File: src/mtrc_pkg.sv
// Package for the temporal reference checker: command and picture-kind codes,
// default sizes, and the request/result structs passed between stages.
// No dependencies.
`timescale 1ns / 1ps

package mtrc_pkg;

  localparam int REF_BITS_DEF   = 10;
  localparam int COUNT_BITS_DEF = 16;
  localparam int TREF_W         = 10;
  localparam int ERR_W          = 16;
  localparam int CMD_W          = 3;

  typedef enum logic [CMD_W-1:0] {
    CMD_GOP   = 3'd0,
    CMD_PIC_I = 3'd1,
    CMD_PIC_P = 3'd2,
    CMD_PIC_B = 3'd3,
    CMD_END   = 3'd4,
    CMD_OTHER = 3'd5
  } cmd_e;

  typedef enum logic [1:0] {
    KIND_NONE = 2'd0,
    KIND_I    = 2'd1,
    KIND_P    = 2'd2,
    KIND_B    = 2'd3
  } kind_e;

  // One parsed payload request; cmd stays raw so undefined codes pass through.
  typedef struct packed {
    logic [CMD_W-1:0]  cmd;
    logic [TREF_W-1:0] temporal_ref;
    logic              gop_closed;
    logic              gop_bad;
  } req_t;

  typedef struct packed {
    logic             status;
    logic [ERR_W-1:0] error_count;
  } res_t;

endpackage

File: src/mtrc_in_reg.sv
// Input register stage of the temporal reference checker.
// Holds one request until the checker core takes it. Uses mtrc_pkg.
`timescale 1ns / 1ps

module mtrc_in_reg
  import mtrc_pkg::*;
(
  input  logic clk_i,
  input  logic rst_ni,
  input  logic valid_i,
  output logic ready_o,
  input  req_t req_i,
  output logic valid_o,
  output req_t req_o,
  input  logic take_i
);

  logic vld_q, vld_d;
  req_t req_q;

  // Refill in the same cycle the held request drains.
  assign ready_o = !vld_q || take_i;
  assign vld_d   = (valid_i && ready_o) ? 1'b1 : (take_i ? 1'b0 : vld_q);

  always_ff @(posedge clk_i or negedge rst_ni) begin
    if (!rst_ni) begin
      vld_q <= 1'b0;
    end else begin
      vld_q <= vld_d;
    end
  end

  always_ff @(posedge clk_i) begin
    if (valid_i && ready_o) begin
      req_q <= req_i;
    end
  end

  assign valid_o = vld_q;
  assign req_o   = req_q;

endmodule

File: src/mtrc_core.sv
// Checker core: sequence state registers and the combinational update logic.
// Takes a request when the result slot can accept any result it causes. Uses mtrc_pkg.
`timescale 1ns / 1ps

module mtrc_core
  import mtrc_pkg::*;
#(
  parameter int REF_BITS   = REF_BITS_DEF,
  parameter int COUNT_BITS = COUNT_BITS_DEF
) (
  input  logic clk_i,
  input  logic rst_ni,
  input  logic valid_i,
  input  req_t req_i,
  output logic take_o,
  input  logic res_free_i,
  output logic res_load_o,
  output res_t res_o
);

  localparam int CMP_W = ((REF_BITS > COUNT_BITS) ? REF_BITS : COUNT_BITS) + 1;

  logic                  seen_gop_q, seen_gop_d;
  logic                  closed_q, closed_d;
  logic                  seen_i_q, seen_i_d;
  logic                  seen_p_q, seen_p_d;
  logic                  seen_b_q, seen_b_d;
  kind_e                 kind_q, kind_d;
  logic [REF_BITS-1:0]   held_q, held_d;
  logic [COUNT_BITS-1:0] frame_q, frame_d;
  logic [COUNT_BITS-1:0] run_q, run_d;
  logic [COUNT_BITS-1:0] total_q, total_d;

  logic                  need_res;
  logic                  err;
  logic                  clr;
  logic                  is_i, is_p;
  logic [REF_BITS-1:0]   ref_v;
  logic [COUNT_BITS-1:0] total_inc;
  logic [COUNT_BITS-1:0] b_diff;

  assign need_res   = (req_i.cmd == CMD_END) || ((req_i.cmd == CMD_GOP) && req_i.gop_bad);
  assign take_o     = valid_i && (!need_res || res_free_i);
  assign res_load_o = take_o && need_res;

  always_comb begin
    seen_gop_d = seen_gop_q;
    closed_d   = closed_q;
    seen_i_d   = seen_i_q;
    seen_p_d   = seen_p_q;
    seen_b_d   = seen_b_q;
    kind_d     = kind_q;
    held_d     = held_q;
    frame_d    = frame_q;
    run_d      = run_q;
    err        = 1'b0;
    clr        = 1'b0;
    is_i       = (req_i.cmd == CMD_PIC_I);
    is_p       = (req_i.cmd == CMD_PIC_P);
    ref_v      = REF_BITS'(req_i.temporal_ref);
    b_diff     = '0;

    case (req_i.cmd)
      CMD_GOP: begin
        if (req_i.gop_bad) begin
          clr = 1'b1;
        end else begin
          if (seen_gop_q) begin
            seen_i_d = 1'b0;
            seen_p_d = 1'b0;
            seen_b_d = 1'b0;
            frame_d  = '0;
          end
          seen_gop_d = 1'b1;
          closed_d   = req_i.gop_closed;
        end
      end
      CMD_END: begin
        frame_d = frame_q + 1'b1;
        if ((kind_q != KIND_NONE) && (CMP_W'(held_q) != CMP_W'(frame_d))) begin
          err = 1'b1;
        end
        clr = 1'b1;
      end
      CMD_PIC_I, CMD_PIC_P, CMD_PIC_B: begin
        if (seen_gop_q) begin
          // First I of the group.
          if (is_i && !seen_i_q) begin
            if (closed_q) begin
              if (ref_v != '0) begin
                err = 1'b1;
              end
              frame_d = '0;
            end else begin
              held_d = ref_v;
            end
            seen_i_d = 1'b1;
            kind_d   = KIND_I;
          end
          // First P after the I, or a later anchor picture.
          if (is_p && seen_i_d && !seen_p_q) begin
            if (!closed_q) begin
              frame_d = frame_d + 1'b1;
              if (CMP_W'(held_d) != CMP_W'(frame_d)) begin
                err = 1'b1;
              end
            end
            held_d   = ref_v;
            seen_p_d = 1'b1;
            kind_d   = KIND_P;
          end else if ((is_i || is_p) && seen_i_d && seen_p_q) begin
            frame_d = frame_d + 1'b1;
            run_d   = (kind_d == KIND_B) ? '0 : run_d + 1'b1;
            if (run_d != '0) begin
              if ((REF_BITS + 1)'(held_d) + 1'b1 != (REF_BITS + 1)'(ref_v)) begin
                err = 1'b1;
              end
            end else if (CMP_W'(held_d) != CMP_W'(frame_d)) begin
              err = 1'b1;
            end
            held_d = ref_v;
            kind_d = KIND_P;
          end
          // B picture: advance or restart the frame counter, then check.
          if (req_i.cmd == CMD_PIC_B) begin
            if (!seen_b_q && closed_q) begin
              frame_d  = frame_d + 1'b1;
              closed_d = 1'b0;
              seen_b_d = 1'b1;
            end else if (seen_b_q && !closed_q) begin
              frame_d = frame_d + 1'b1;
            end else if (!seen_b_q && !closed_q) begin
              frame_d  = '0;
              seen_b_d = 1'b1;
            end
            b_diff = frame_d - run_d;
            if ((run_d > frame_d) || (CMP_W'(ref_v) != CMP_W'(b_diff))) begin
              err = 1'b1;
            end
            kind_d = KIND_B;
          end
        end
      end
      default: begin
      end
    endcase

    total_inc = (err && (total_q != '1)) ? total_q + 1'b1 : total_q;
    total_d   = total_inc;

    if (clr) begin
      seen_gop_d = 1'b0;
      closed_d   = 1'b0;
      seen_i_d   = 1'b0;
      seen_p_d   = 1'b0;
      seen_b_d   = 1'b0;
      kind_d     = KIND_NONE;
      held_d     = '0;
      frame_d    = '0;
      run_d      = '0;
      total_d    = '0;
    end

    res_o.status = (req_i.cmd == CMD_GOP);
    if (req_i.cmd == CMD_GOP) begin
      res_o.error_count = '0;
    end else if ((total_inc >> ERR_W) != '0) begin
      res_o.error_count = '1;
    end else begin
      res_o.error_count = ERR_W'(total_inc);
    end
  end

  always_ff @(posedge clk_i or negedge rst_ni) begin
    if (!rst_ni) begin
      seen_gop_q <= 1'b0;
      closed_q   <= 1'b0;
      seen_i_q   <= 1'b0;
      seen_p_q   <= 1'b0;
      seen_b_q   <= 1'b0;
      kind_q     <= KIND_NONE;
      held_q     <= '0;
      frame_q    <= '0;
      run_q      <= '0;
      total_q    <= '0;
    end else if (take_o) begin
      seen_gop_q <= seen_gop_d;
      closed_q   <= closed_d;
      seen_i_q   <= seen_i_d;
      seen_p_q   <= seen_p_d;
      seen_b_q   <= seen_b_d;
      kind_q     <= kind_d;
      held_q     <= held_d;
      frame_q    <= frame_d;
      run_q      <= run_d;
      total_q    <= total_d;
    end
  end

endmodule

File: src/mtrc_out_reg.sv
// Result register of the temporal reference checker.
// Holds one result until the consumer takes it. Uses mtrc_pkg.
`timescale 1ns / 1ps

module mtrc_out_reg
  import mtrc_pkg::*;
(
  input  logic clk_i,
  input  logic rst_ni,
  input  logic load_i,
  input  res_t res_i,
  output logic free_o,
  output logic valid_o,
  input  logic ready_i,
  output res_t res_o
);

  logic vld_q, vld_d;
  res_t res_q;

  assign free_o = !vld_q || ready_i;
  assign vld_d  = load_i ? 1'b1 : (ready_i ? 1'b0 : vld_q);

  always_ff @(posedge clk_i or negedge rst_ni) begin
    if (!rst_ni) begin
      vld_q <= 1'b0;
    end else begin
      vld_q <= vld_d;
    end
  end

  always_ff @(posedge clk_i) begin
    if (load_i) begin
      res_q <= res_i;
    end
  end

  assign valid_o = vld_q;
  assign res_o   = res_q;

endmodule

File: src/mpeg_temporal_ref_checker_top.sv
// Top level of the MPEG-2 temporal reference checker.
// Throughput: one request per cycle while results drain; a request that causes a
//   result waits in the input register while an earlier result is still held.
// Path: an accepted request is held in the input register; once the core takes it,
//   its result is loaded into the result register and held there until taken.
// Reset: rst_ni clears all sequence state and both valid flags at once.
// Depends on mtrc_pkg, mtrc_in_reg, mtrc_core and mtrc_out_reg.
`timescale 1ns / 1ps

module mpeg_temporal_ref_checker_top
  import mtrc_pkg::*;
#(
  parameter int REF_BITS   = REF_BITS_DEF,
  parameter int COUNT_BITS = COUNT_BITS_DEF
) (
  input  logic              clk_i,
  input  logic              rst_ni,
  // Request channel: one parsed payload per request.
  input  logic              in_valid_i,
  output logic              in_ready_o,
  input  logic [CMD_W-1:0]  cmd_i,
  input  logic [TREF_W-1:0] temporal_ref_i,
  input  logic              gop_closed_i,
  input  logic              gop_bad_i,
  // Result channel: end-of-sequence totals and bad-GOP aborts.
  output logic              out_valid_o,
  input  logic              out_ready_i,
  output logic              status_o,
  output logic [ERR_W-1:0]  error_count_o
);

  req_t req_in;
  req_t req_held;
  logic req_vld;
  logic req_take;
  logic res_free;
  logic res_load;
  res_t res_next;
  res_t res_out;

  // Pack the request fields.
  assign req_in.cmd          = cmd_i;
  assign req_in.temporal_ref = temporal_ref_i;
  assign req_in.gop_closed   = gop_closed_i;
  assign req_in.gop_bad      = gop_bad_i;

  // Input register: accepts a new request when empty or when the held one drains.
  mtrc_in_reg u_in_reg (
    .clk_i   (clk_i),
    .rst_ni  (rst_ni),
    .valid_i (in_valid_i),
    .ready_o (in_ready_o),
    .req_i   (req_in),
    .valid_o (req_vld),
    .req_o   (req_held),
    .take_i  (req_take)
  );

  // Core: update sequence state; stall only when a result has no slot.
  mtrc_core #(
    .REF_BITS   (REF_BITS),
    .COUNT_BITS (COUNT_BITS)
  ) u_core (
    .clk_i      (clk_i),
    .rst_ni     (rst_ni),
    .valid_i    (req_vld),
    .req_i      (req_held),
    .take_o     (req_take),
    .res_free_i (res_free),
    .res_load_o (res_load),
    .res_o      (res_next)
  );

  // Result register: hold each result until the consumer takes it.
  mtrc_out_reg u_out_reg (
    .clk_i   (clk_i),
    .rst_ni  (rst_ni),
    .load_i  (res_load),
    .res_i   (res_next),
    .free_o  (res_free),
    .valid_o (out_valid_o),
    .ready_i (out_ready_i),
    .res_o   (res_out)
  );

  assign status_o      = res_out.status;
  assign error_count_o = res_out.error_count;

endmodule
File: config.mk
export PLATFORM = sky130hd
export DESIGN_NAME = mpeg_temporal_ref_checker_top
export DESIGN_NICKNAME = d
export VERILOG_FILES = /design/src/mtrc_pkg.sv /design/src/mtrc_in_reg.sv /design/src/mtrc_core.sv /design/src/mtrc_out_reg.sv /design/src/mpeg_temporal_ref_checker_top.sv
export SDC_FILE = /design/constraint.sdc
export NUM_CORES = 1
export LEC_CHECK = 0
export BUFFER_PORTS_ARGS = -buffer_cell sky130_fd_sc_hd__buf_2
export CAP_MARGIN = 10
export CORE_ASPECT_RATIO = 0.75
export CORE_MARGIN = 4
export CORE_UTILIZATION = 65
export CTS_BUF_LIST = sky130_fd_sc_hd__clkbuf_8
export DETAILED_ROUTE_END_ITERATION = 8
export PLACE_DENSITY = 0.83
export SYNTH_ARGS = -nofsm -noshare
export SYNTH_HDL_FRONTEND = slang
export SYNTH_HIERARCHICAL = 1
export SYNTH_SLANG_ARGS = --single-unit
File: constraint.sdc
create_clock -name clk_i -period 7.2 [get_ports clk_i]
set_input_delay 0.72 -clock clk_i [delete_from_list [all_inputs] [get_ports clk_i]]
set_output_delay 0.72 -clock clk_i [all_outputs]
set_load 0.005 [all_outputs]
==> results.cfg <==
[placed_design]
gp_congestion = 0.9958
port_buffers = 37
dp_hpwl_mm = 19.65
place_area_sq_um = 9036

[clock_network]
cts_buffers = 9
cts_num_sinks = 99
cts_setup_buffers = 0
cts_resized = 0
clock_latency_ns = 0.40
cts_htree_levels = 3
cts.clk_slew.worst_paths_ns = 0.11
ctsHoldBuffers = 0
cts_tree = done
clock-root-buffer = clkbuf_8
clockBufferDepth = 2

[logic_synthesis]
synth_warnings = 6
syn_nets = 1139
synthAdderAreaFrac_pct = 3.290
synthTopCellsByArea = dfrtp_1 (19%), edfxtp_1 (11%), nand2_1 (5.6%), o21ai_0 (4.8%), xnor2_1 (4.4%)
synth_common_cells = nand2_1 (134), o21ai_0 (86), nor2_1 (78)
synth_top_cell_area_share_pct = 18.68
avgSynthCellArea_sq_um = 8.181
synth_simple_gate_area_share_pct = 27.69
synth_mux_area_share_pct = 1.729
synthXorXnorAreaFrac_pct = 9.382
async_flop_share_pct = 67.68
synth_edf_count = 32
yosysMostFrequentCell = nand2_1
synth-compound-area-share_pct = 22.46
synth_top_family_by_area = simple AND/OR/NAND/NOR gates
netlist_instances = 1097
synth_area_sq_um = 8975
ys_seq_elements = 99
yosysUniqueCellTypes = 98
synth_flop_cell = dfrtp_1
synth_top_area_cell = dfrtp_1
seq_area_frac_synth_pct = 29.39

[worst_setup_path]
crit_start = u_in_reg/req_o[13]$_DFFE_PP_
cp-start-kind = flop
cp-end-kind = flop
worst-r2r-cell-count = 24
arrival_ns = 6.92
crit_fanout = 24
r2r_slack_ns = 0.44
r2r_start = u_in_reg/req_o[13]$_DFFE_PP_
critPathKind = flop to flop
cp.required_ns = 7.35

[finish]
area_delta_synth_final_pct = 3.011
layout-drive-gt1-share_pct = 10.47
fin_util_pct = 69.81
fin_area_sq_um = 9245
fillers = 1096
final_nets = 1116
diodes = 0

[timing]
finalSetupViolations = 0
relSlewSlack_pct = 37.39
fin_skew_ns = 0.02033
hold_viol = 0
fin_crit_sh_pct = 93.91
maxSlewViolCount = 0
rsz0062_at_grt = no
whs_ns = 0.4843
fin_setup_tns_ns = 0
tightest_slew_ns = 0.9391
clock.fmax_ghz = 0.1479
min_period_ns = 6.762

[global_routing]
grt.total_usage_pct = 34.02
grt_pass1_wl_mm = 41.54
first_global_vias = 7529
grt_max_degree = 68
antenna_found_initial = 0
grt-ovfl-total = 0

[die]
fp.dieArea_sq_um = 15770
die_h_um = 109.8
die_w_um = 143.7
initial_core_util_pct = 67.77
std_cell_rows = 36
pin_count = 38
core_area_sq_um = 13240

[power]
power_leakage_uw = 0.003649
power.density_nw_per_um2 = 223.4
p_total_uw = 2066
max-vdd-ir-drop_mv = 0.2129

[hold_path]
hold_path_class = input port to flop
worstHoldStart = temporal_ref_i[0]
whs_path_depth = 1

[flow_run]
max_cap_viol_count = 0

[route]
vias_per_cell = 6.830
dr.pass1.iters = 7
drt-wirelength-per-cell_um = 21.11
drtAntennaViolNets = 0
drt_wl_total_mm = 26.39
num_vias = 8538
drtIter0Drc = 1067
drc_errors = 0

[run_status]
status = finished clean
## power by group
part / internal, uW / total, uW / switching (uW)
registers: 634 / 749 / 115
clock network: 167 / 388 / 221
logic: 368 / 928 / 560
## layout make-up
class                      count  area (sq um)  area share [%]
timing repair buffer          51         290.3           3.140
clock buffer                   9         123.9           1.340
multi-input combinational    886          5793           62.66
inverter                      27         101.3           1.096
clock inverter                 7         85.08          0.9203
sequential                    99          2638           28.53
tap                          171         214.0           2.314
## cells by family after synthesis
group,after synthesis
compound gates,303
xor+xnor,89
fa+ha+maj,23
buf+inv,112
flops,99
mux,15
simple gates,456
## path summary, 6_finish.rpt
check / endpoint
min in group asynchronous: u_core/held_q[0]$_DFFE_PN0P_
worst max-delay path: u_out_reg/res_o[15]$_DFFE_PP_
worst max register to register: u_out_reg/res_o[15]$_DFFE_PP_
max in group asynchronous: u_core/seen_b_q$_DFFE_PN0P_
worst min register to register: u_core/total_q[8]$_DFFE_PN0P_
worst min-delay path: u_in_reg/req_o[2]$_DFFE_PP_
## critical path, stage by stage, from the launching register on
cell and delay [ns]:
edfxtp_1 0.46, or4b_1 0.58, o21ai_2 0.15, inv_1 0.08
ha_1 0.41, nand2_1 0.10, a21boi_0 0.35, inv_1 0.12
ha_1 0.35, nor2_1 0.10, a21oi_1 0.05, a22oi_1 0.64
inv_1 0.11, ha_1 0.31, nor2b_1 0.14, o31a_1 0.25
a31o_1 0.25, or2_0 0.20, o311a_1 0.29, o22a_1 0.20
o31ai_1 0.50, nand4_4 0.33, nand3_4 0.30, nor3_1 0.11
mux2i_1 0.13
## flip-flops by register name, summed over array words and instances (netlist names)
register           count
u_out_reg/res_o       17
u_core/frame_q        16
u_core/run_q          16
u_core/total_q        16
u_in_reg/req_o        15
u_core/held_q         10
u_core/kind_q          2
u_core/closed_q        1
u_core/seen_b_q        1
u_core/seen_gop_q      1
u_core/seen_i_q        1
u_core/seen_p_q        1
u_in_reg/valid_o       1
u_out_reg/valid_o      1
## placed cells by master (no fill, tap or decap), types with 16 or more instances in the layout
| cell type | synthesis | routed |
|---|---|---|
| nand3_1 | 48 | 48 |
| o21ai_0 | 86 | 85 |
| dfrtp_1 | 67 | 67 |
| ha_1 | 22 | 22 |
| inv_1 | 25 | 26 |
| nor3_1 | 31 | 31 |
| a21oi_1 | 52 | 52 |
| xor2_1 | 39 | 39 |
| nor2_1 | 78 | 78 |
| xnor2_1 | 45 | 45 |
| o211ai_1 | 16 | 16 |
| nand4_1 | 23 | 23 |
| buf_2 | 14 | 37 |
| and3_1 | 16 | 16 |
| nand2_1 | 134 | 134 |
| edfxtp_1 | 32 | 32 |
## metal layers
layer | global-route usage (%) | vias up | routed length [um]
met3 | 8.217 | 35 | 3069
met1 | 51.71 | 4038 | 11860
li1 | - | 3995 | -
met4 | 7.997 | 0 | 392
met5 | 0 | - | 0
met2 | 48.63 | 470 | 11070
## metrics by stage
step | instances | setup WS (ns)
2_1_floorplan | 1097 | 0.8402
3_3_place_gp | 1234 | 0.6724
3_5_place_dp | 1234 | 0.6957
4_1_cts | 1250 | 0.6250
5_1_grt | 1250 | 0.05687
6_report | 1250 | 0.4383
(Power assumes the default switching activity.)
